--- src/hw/rtl/assert_macros.svh ---
// assertion macros shared by the rtl modules
`ifndef ASSERT_MACROS_SVH
`define ASSERT_MACROS_SVH

// plain property on the module clock, off during reset
`define GLQ_ASSERT(lbl, prop, msg) \
  lbl: assert property (@(posedge clk_i) disable iff (!rst_ni) (prop)) else $error(msg);

// same-cycle implication
`define GLQ_ASSERT_IMPL(lbl, ante, cons, msg) \
  lbl: assert property (@(posedge clk_i) disable iff (!rst_ni) (ante) |-> (cons)) else $error(msg);

// next-cycle implication
`define GLQ_ASSERT_NEXT(lbl, ante, cons, msg) \
  lbl: assert property (@(posedge clk_i) disable iff (!rst_ni) (ante) |=> (cons)) else $error(msg);

`endif

--- src/hw/rtl/glq_pkg.sv ---
// shared types and constants of the glyph quad layout block
package glq_pkg;

  localparam logic [7:0] FIRST_CODE   = 8'd32;
  localparam logic [7:0] END_CODE     = 8'd128;
  localparam logic [7:0] NEWLINE_CODE = 8'd10;
  localparam int NORM_SHIFT = 15;
  localparam int POS_W      = 14;
  localparam int GIDX_W     = 7;

  typedef enum logic [1:0] {
    FN_START  = 2'd0,
    FN_CHAR   = 2'd1,
    FN_METRIC = 2'd2,
    FN_TEX    = 2'd3
  } func_e;

  typedef enum logic [2:0] {
    CFG_SCREEN_W = 3'd0,
    CFG_SCREEN_H = 3'd1,
    CFG_LINE_H   = 3'd2,
    CFG_LINE_GAP = 3'd3,
    CFG_MAX_CHARS = 3'd4
  } cfg_idx_e;

  typedef struct packed {
    logic [11:0] screen_width;
    logic [11:0] screen_height;
    logic [7:0]  line_height;
    logic [7:0]  line_gap;
    logic [15:0] max_chars;
  } cfg_t;

  typedef struct packed {
    logic [7:0] width;
    logic [7:0] height;
    logic [7:0] advance;
    logic [7:0] bearing_left;
    logic [7:0] bearing_top;
  } metric_t;

  typedef struct packed {
    logic                    is_tex;
    logic [15:0]             quad_index;
    logic signed [POS_W-1:0] x0;
    logic signed [POS_W-1:0] x1;
    logic signed [POS_W-1:0] y0;
    logic signed [POS_W-1:0] y1;
    logic [GIDX_W-1:0]       gidx;
    logic [1:0]              corner;
    logic [15:0]             tex_s;
    logic [15:0]             tex_t;
  } job_t;

endpackage

--- src/hw/rtl/glq_fifo.sv ---
// two-entry job queue between front and back
`include "assert_macros.svh"
module glq_fifo import glq_pkg::*; (
  input  logic clk_i,
  input  logic rst_ni,
  input  job_t job_i,
  input  logic push_i,
  output logic full_o,
  output job_t job_o,
  output logic empty_o,
  input  logic pop_i
);

  localparam int DEPTH = 2;
  localparam int PW = $clog2(DEPTH);

  job_t            mem_q [DEPTH];
  logic [PW-1:0]   wr_q, rd_q;
  logic [PW:0]     count_q;
  logic            do_push, do_pop;

  assign full_o  = (count_q == (PW+1)'(DEPTH));
  assign empty_o = (count_q == '0);
  assign do_push = push_i && !full_o;
  assign do_pop  = pop_i && !empty_o;
  assign job_o   = mem_q[rd_q];

  always_ff @(posedge clk_i) begin
    if (do_push) mem_q[wr_q] <= job_i;
  end

  always_ff @(posedge clk_i or negedge rst_ni) begin
    if (!rst_ni) begin
      wr_q    <= '0;
      rd_q    <= '0;
      count_q <= '0;
    end else begin
      if (do_push) wr_q <= wr_q + 1'b1;
      if (do_pop)  rd_q <= rd_q + 1'b1;
      case ({do_push, do_pop})
        2'b10:   count_q <= count_q + 1'b1;
        2'b01:   count_q <= count_q - 1'b1;
        default: ;
      endcase
    end
  end

  `GLQ_ASSERT_NEXT(a_count_up, do_push && !do_pop, count_q == $past(count_q) + 1'b1, "queue count did not grow")
  `GLQ_ASSERT(a_count_range, count_q <= (PW+1)'(DEPTH), "queue count beyond depth")

endmodule

--- config.mk ---
export PLATFORM = sky130hd
export DESIGN_NAME = glq_fifo
export DESIGN_NICKNAME = d
export VERILOG_FILES = /design/src/hw/rtl/glq_pkg.sv /design/src/hw/rtl/glq_fifo.sv
export VERILOG_INCLUDE_DIRS = /design/src /design/src/hw/rtl
export SDC_FILE = /design/constraint.sdc
export NUM_CORES = 1
export LEC_CHECK = 0
export BUFFER_PORTS_ARGS = -buffer_cell sky130_fd_sc_hd__buf_4
export CORE_MARGIN = 5
export CORE_UTILIZATION = 47
export DETAILED_ROUTE_END_ITERATION = 8
export PLACE_DENSITY_LB_ADDON = 0.2
export SLEW_MARGIN = 30
export SYNTH_ARGS = -nofsm -noshare
export SYNTH_HDL_FRONTEND = slang
export SYNTH_SLANG_ARGS = --single-unit
export TNS_END_PERCENT = 5
--- constraint.sdc ---
create_clock -name clk_i -period 5.8 [get_ports clk_i]
set_input_delay 0.58 -clock clk_i [delete_from_list [all_inputs] [get_ports clk_i]]
set_output_delay 0.58 -clock clk_i [all_outputs]
set_load 0.02 [all_outputs]
; After elaboration in Yosys (flattened, before gate mapping)
; Memories as Yosys holds them, arrays and structs flattened.
; Cells that the tools add are included.
[totals]
ramBits = 228
out_inout_bits = 116
ff_bits = 4
latchBits = 0
mem_bits_ro = 0
word_cells = 20
memories = 1
[classes]
reduce_logical = 6
addsub = 4
shift = 0
eq_ne = 3
mux = 3
bitwise = 0
magnitude_cmp = 0
n_mul = 0
div = 0
[mem_list]
columns = name, words, width, rd, rd_ports_with_merged_regs, wr, line
row1 = mem_q, 2, 114, 1, 0, 1, glq_fifo.sv:17  ; job_t mem_q [DEPTH];
[ops]
columns = operator, n
row1 = $eq A2 B2 Y1 const B, 2
row2 = $pmux W2 S2, 1
row3 = $add A1 B1 Y1 const B, 2
row4 = $add A2 B1 Y2 const B, 1
row5 = $eq A2 B1 Y1 const B, 1
row6 = $logic_and A1 B1 Y1, 2
row7 = $logic_not A1 Y1, 2
row8 = $logic_not A2 Y1, 1
row9 = $mux W1, 2
row10 = $reduce_bool A2 Y1, 1
row11 = $sub A2 B1 Y2 const B, 1

; Logic depth before layout (Yosys ltp)
; Gate-level depths: netlist of run 1.
[depth]
ltp_word = 5
mapped_depth = 6
mapped_depth_nobuf = 6

; Worst setup path after synthesis of run 1
; No wires, ideal clock.
[synth_path]
path_type = input to register
startpoint = in push_i
endpoint = mem mem_q[0][0] (netlist bit), enable pin
t_required_ns = 5.212
cell_stages = 2
setup_ns = 0.588
setup_slack_ns = -0.203
arrival_ns = 5.415
path_cell_list = nand2_1 -> nor2_1
[synth_via]
elab_chain_cells = 3
[synth_rtl]
columns = item, line
row1 = from (decl), glq_fifo.sv:7  ; input logic push_i,
row2 = $logic_and A1 B1 Y1, glq_fifo.sv:24  ; assign do_push = push_i && !full_o;
row3 = $mux W1, glq_fifo.sv:29  ; if (do_push) mem_q[wr_q] <= job_i;
row4 = $mux W1 (not written as such), glq_fifo.sv:29
row5 = to (decl), glq_fifo.sv:17
; Every way passes these cells.

==> results of run 1 <==
## per-stage QoR
stage / hold WS, ps / power, mW / utilization
after detailed placement: 381.2 / 4.648 / 0.5882
after CTS: 246.7 / 5.991 / 0.6263
final: 270.7 / 5.905 / 0.6263
after floorplan: 284.4 / 3.867 / -
after global placement: 377.5 / 4.603 / 0.5882
after global routing: 249.1 / 6.176 / 0.6263
## layout make-up
cell class / count / area, um2 / share of cell area
timing repair buffer: 239 / 1797 / 0.1592
clock inverter: 10 / 48.80 / 0.004323
multi-input combinational: 127 / 1574 / 0.1394
sequential: 232 / 6950 / 0.6157
clock buffer: 29 / 628.1 / 0.05564
inverter: 1 / 3.754 / 0.0003325
tap: 229 / 286.5 / 0.02538
## sequential cells by signal, summed over array words and instances (netlist names)
| register | count |
|---|---|
| count_q | 2 |
| mem_q | 228 |
| rd_q | 1 |
| wr_q | 1 |
## layout by cell type (no fill, tap or decap), types with 3 or more instances in the layout
cell	synthesis	routed
mux2_4	50	50
clkbuf_1	0	3
clkbuf_8	0	3
xnor2_1	3	3
edfxtp_1	228	228
clkinv_2	0	6
clkbuf_16	0	23
clkinv_1	0	3
dfrtp_1	4	3
buf_4	0	238
mux2_2	64	64
## cell families (layout without fill, tap and decap cells)
family | after synthesis | count (layout) | synth area share
xor gates and xnor gates | 5 | 5 | 0.005081
adders and majority gates | 1 | 1 | 0.001451
muxes | 114 | 114 | 0.1707
and+or+nand+nor | 7 | 7 | 0.003920
DFF | 232 | 232 | 0.8058
buffers and inverters | 14 | 279 | 0.01306
## power by group through the flow
stage	Combinational (mW)	Sequential (mW)	Clock, mW
after global placement	2.16	2.44	0
after CTS	2.19	2.43	1.37
final	2.15	2.43	1.33
after floorplan	1.44	2.43	0
after global routing	2.28	2.46	1.44
after detailed placement	2.18	2.47	0
## per-layer routing
layer / global-route usage / part of all wire
met3: 0.05107 / 0.10
met1: 0.2046 / 0.42
met4: 0.03498 / 0.016
met5: 0 / 0
met2: 0.2375 / 0.47
## path summary, 6_finish.rpt
check	to	slack, ps	cells past startpoint
max in group asynchronous	rd_q	5220	2
worst max-delay path	job_o[23]	2740	3
worst max register to register	mem_q[1][28]	3210	3
min in group asynchronous	wr_q	460	2
worst min-delay path	mem_q[1][30]	270	1
worst min register to register	count_q[1]	510	1
## repair_timing
| action | CTS | global route |
|---|---|---|
| endpoints found under the hold margin | 4 | 0 |
| hold buffers | 1 | 0 |
| buffers inserted | 0 | 0 |
==> results.json, run 1 <==
{
  "clock_tree.buffer_depth": 3,
  "synth_cell_types": 15,
  "synth_edf_count": 228,
  "synth_top_area_cell": "edfxtp_1",
  "yosys_warnings": 0,
  "max_slew_margin": 0.4330,
  "power.leakage_nw": 4.361,
  "tightest_slew_ps": 850.5,
  "setup_violations": 0,
  "cp.required_ps": 5220,
  "switching_power_mw": 1.843,
  "rows": 49,
  "syn_to_final_growth_pct": 30.94,
  "ios": 234,
  "nNetsFinal": 743,
  "final_cell_area_um2": 11290,
  "clock_power_share": 0.225,
  "layout.cells.non_filler": 867,
  "synth_area_leaders": "edfxtp_1 (79%), mux2_4 (8.7%), mux2_2 (8.4%)",
  "avgSynthCellArea_um2": 23.11,
  "drt_iter0_drc": 155,
  "synthesis.nets": 492,
  "peakVddDrop_v": 0.0003932,
  "cp_top_family": "buffers and inverters",
  "cts_tree": "done",
  "setup_tns_ps": 0,
  "antenna_left": 0,
  "grt_antenna_before_repair": 0,
  "dp.cells": 827,
  "fin_crit_sh": 0.5274,
  "wl_per_cell_um": 19.27,
  "cp_max_fo": 47,
  "fillerInstances": 1341,
  "setup_ws_ps": 2741,
  "cp.buffers_inverters": 2,
  "cpMostUsedCell": "buf_4",
  "die_w_um": 145.4,
  "drc": 0,
  "grt_max_degree": 63,
  "min_from": "job_i[30]",
  "max_freq_mhz": 326.9,
  "antenna_cells": 0,
  "rr_startpoint": "count_q[0]",
  "grt.overflow.total": 0,
  "status": "finished clean",
  "comb_power_share": 0.365,
  "critPathLaunchType": "flip-flop",
  "placed_area_um2": 10600,
  "place_congestion": 0.7279,
  "grt.total_usage": 0.1506,
  "clockRootBuffer": "clkbuf_16",
  "clk_latency_ps": 490,
  "swShare": 0.3121,
  "vias_per_cell": 4.985,
  "arrival_ps": 2480,
  "cts_sinks": 232,
  "initial_core_util": 0.4783,
  "p_per_area_nw_per_um2": 523.1,
  "rsz0062_at_grt": "no",
  "routed-via-count": 4322,
  "port_buffers": 233,
  "clk_pin_slew_ps": 60,
  "synthArstFlopShare": 0.01724,
  "place_hpwl_mm": 11.32,
  "intPower_mw": 4.062,
  "period_needed_ps": 3059,
  "drive_gt1_frac": 0.6082,
  "crit_chain": "buf_4, mux2_2, buf_4",
  "coreArea_um2": 18020,
  "post_cts_resized": 0,
  "synthFlopType": "edfxtp_1",
  "cts_buffers": 23,
  "crit_start": "rd_q",
  "netlist_instances": 373,
  "ys_seq_area_frac": 0.8058,
  "skew_ps": 8.755,
  "cp_slowest_cell": "buf_4",
  "p_seq_frac": 0.411,
  "totalWireLength_mm": 16.70,
  "die_h_um": 145.4,
  "drv_cap": 0,
  "firstDrtPassIters": 4,
  "max_stage_delay_ps": 700,
  "dpl_worst_slack_ps": 3181,
  "die_area_um2": 21150,
  "hold_class": "input port to flip-flop",
  "synth_most_common_cell": "edfxtp_1",
  "yosysTopAreaCellShare": 0.7942,
  "synth-seq-cells": 232,
  "synth_common_cells": "edfxtp_1 (228), mux2_2 (64), mux2_4 (50)",
  "finalHoldViolCount": 0,
  "path_class": "flip-flop to output port",
  "ctsHtreeMaxLevel": 1,
  "grt_pass1_wl_mm": 25.72,
  "slew_viol_final": 0,
  "crit_path_end_kind": "output port",
  "grt_pass1_vias": 4762,
  "synth_area_um2": 8621
}
Note: power is estimated with default switching activity, not from simulation.
==> inputs of run 2 (changes only) <==
ABC_AREA = 1   (was default)
CORE_UTILIZATION = 52   (was 47)
clock period = 3.19 ns   (was 5.8 ns; I/O delays follow)
==> run 2 against run 1 <==
Compared with the run above:
- combinational power up 99%
- die area down 9.8%
- core utilization up 10 points
- final cell count up 32%
- clock skew down 1.8 ps
- synthesized cell count up 68%
- critical path depth up 2
- synthesized area down 0.97%
- clock-buffer cell count down 2
- hold slack worse by 250 ps
- critical endpoint is now job_o[37]
- largest cell class unchanged
==> results.json, run 2 <==
{
  "comb_power_share": 0.386,
  "finalHoldViolCount": 0,
  "synth-seq-cells": 232,
  "initial_core_util": 0.5335,
  "rsz0062_at_grt": "no",
  "routed-via-count": 5564,
  "seq_area_um2": 6950,
  "grt_max_degree": 66,
  "die_w_um": 138.1,
  "switching_power_mw": 3.958,
  "synth_edf_count": 228,
  "die_area_um2": 19080,
  "drv_cap": 0,
  "place_congestion": 0.7631,
  "antenna_left": 0,
  "multi_input_area_um2": 1384,
  "ctsHtreeMaxLevel": 1,
  "period_needed_ps": 2355,
  "p_seq_frac": 0.390,
  "largest_reg_flops": 228,
  "tightest_slew_ps": 868.3,
  "ff2ff_path_depth": 4,
  "clockRootBuffer": "clkbuf_16",
  "grt.total_usage": 0.1810,
  "synthFlopType": "edfxtp_1",
  "mostFrequentLayoutCells": "nand2_1 (352), buf_4 (240), edfxtp_1 (228)",
  "cts_buffers": 22,
  "antenna_cells": 0,
  "slew_viol_final": 0,
  "clock_tree.buffer_depth": 3,
  "rows": 46,
  "drt_iter0_drc": 326,
  "totalWireLength_mm": 18.73,
  "path_class": "flip-flop to output port",
  "max_slew_margin": 0.4212,
  "synth_common_cells": "nand2_1 (352), edfxtp_1 (228), buf_2 (16)",
  "intPower_mw": 7.133,
  "synthArstFlopShare": 0.01724,
  "clock_power_share": 0.224,
  "synth_most_common_cell": "nand2_1",
  "fin_util": 0.7298,
  "synth_area_leaders": "edfxtp_1 (80%), nand2_1 (15%), dfrtp_1 (1.2%)",
  "setup_violations": 0,
  "reg.largest.list": "mem_q x228, count_q x2",
  "drc": 0,
  "grt_pass1_vias": 5518,
  "grt.overflow.total": 0,
  "power.leakage_nw": 4.995,
  "avgSynthCellArea_um2": 13.59,
  "max_freq_mhz": 424.6,
  "syn_to_final_growth_pct": 36.79,
  "peakVddDrop_v": 0.0006730,
  "hold_ws_ps": 17.64,
  "grt_antenna_before_repair": 1,
  "cp_max_fo": 47,
  "crit_start": "rd_q",
  "p_per_area_nw_per_um2": 949.8,
  "synthesis.nets": 747,
  "min_from": "job_i[23]",
  "nNetsFinal": 1038,
  "cts_tree": "done",
  "critPathLaunchType": "flip-flop",
  "cp.required_ps": 2870,
  "ys_seq_area_frac": 0.8137,
  "vias_per_cell": 4.851,
  "rr_startpoint": "count_q[1]",
  "yosysTopAreaCellShare": 0.8020,
  "wl_per_cell_um": 16.33,
  "ff2ff_setup_slack_ps": 1240,
  "clk_latency_ps": 480,
  "post_cts_buffers": 0,
  "arrival_ps": 2040,
  "place_hpwl_mm": 12.04,
  "synth_top_area_cell": "edfxtp_1",
  "status": "finished clean",
  "crit_path_end_kind": "output port",
  "yosys_warnings": 0,
  "finalPower_mw": 11.09,
  "netlist_instances": 628,
  "skew_ps": 6.934,
  "synth_cell_types": 14,
  "clk_pin_slew_ps": 60,
  "hold_class": "input port to flip-flop",
  "cts_sinks": 232,
  "mostFrequentLayoutCell": "nand2_1",
  "reg2reg_to": "mem_q[1][25]",
  "ios": 234,
  "crit_path_end": "job_o[37]",
  "synth_area_um2": 8537,
  "drive_gt1_frac": 0.2965,
  "fin_crit_sh": 0.7383,
  "firstDrtPassIters": 7,
  "coreArea_um2": 16000,
  "port_buffers": 233,
  "largest-register": "mem_q",
  "fillerInstances": 1059,
  "swShare": 0.3569,
  "grt_pass1_wl_mm": 28.09,
  "die_h_um": 138.1
}
[run 2: changes by cell type after synthesis, sizes merged, moves of 2 or more]
| cell | before | now |
|---|---|---|
| buf | 13 | 25 |
| inv | 1 | 10 |
| mux2 | 114 | 0 |
| nand2 | 1 | 352 |
| nand3 | 0 | 3 |
| xnor2 | 3 | 1 |
| xor2 | 2 | 0 |
[run 2: what timing repair did]
action / in CTS / in global routing
resized for setup: 0 / 0
endpoints found under the hold margin: 45 / 41
hold buffers: 25 / 25
[run 2: how the worst min path moves through the flow]
stage	end	cells past startpoint
2_1_floorplan	count_q[0]	0
3_3_place_gp	count_q[1]	1
3_5_place_dp	count_q[1]	1
4_1_cts	mem_q[0][68]	1
5_1_grt	mem_q[1][70]	1
6_report	mem_q[0][23]	1
[run 2: routing by layer]
metal  GRT usage  part of all wire
met4     0.05252             0.021
met2      0.3076              0.50
met3     0.06379             0.099
met1      0.2206              0.38
met5           0           0.00037
[run 2: logic make-up (layout without fill, tap and decap cells)]
logic type,after synthesis,count (layout),share of synthesized area
flops,232,232,0.8137
simple gates,358,358,0.1581
xor+xnor,1,1,0.001026
fa+ha+maj,1,1,0.001465
compound gates,1,1,0.0005857
buf+inv,35,338,0.02506
[run 2: final cells by class]
cell class | count | share of cell area
multi-input combinational | 361 | 0.1185
inverter | 10 | 0.003643
timing repair buffer | 292 | 0.2006
clock buffer | 27 | 0.05057
clock inverter | 9 | 0.008357
tap | 216 | 0.02314
sequential | 232 | 0.5952
[run 2: power by group through the flow]
stage          logic, mW  registers (mW)  clock network, mW
2_1_floorplan       2.50            4.39                  0
3_3_place_gp        4.19            4.36                  0
3_5_place_dp        4.26            4.39                  0
4_1_cts             4.31            4.33               2.53
5_1_grt             4.61            4.37               2.69
6_report            4.28            4.32               2.49
[run 2: per-stage QoR]
| stage | std cells | cell area (um2) | setup slack [ps] | TNS [ps] |
|---|---|---|---|---|
| after floorplan | 628 | 8544 | -202.8 | -23120 |
| after global placement | 1061 | 10490 | 1348 | 0 |
| after detailed placement | 1061 | 10490 | 1272 | 0 |
| after CTS | 1122 | 11430 | 802.4 | 0 |
| after global routing | 1147 | 11680 | 710.6 | 0 |
| final | 1147 | 11680 | 834.7 | 0 |
[run 2: worst max-delay path, stage by stage, from the launching register on]
cell	delay [ps]
dfrtp_4	490
inv_4	390
buf_4	340
nand2_1	80
nand2_1	80
buf_4	140
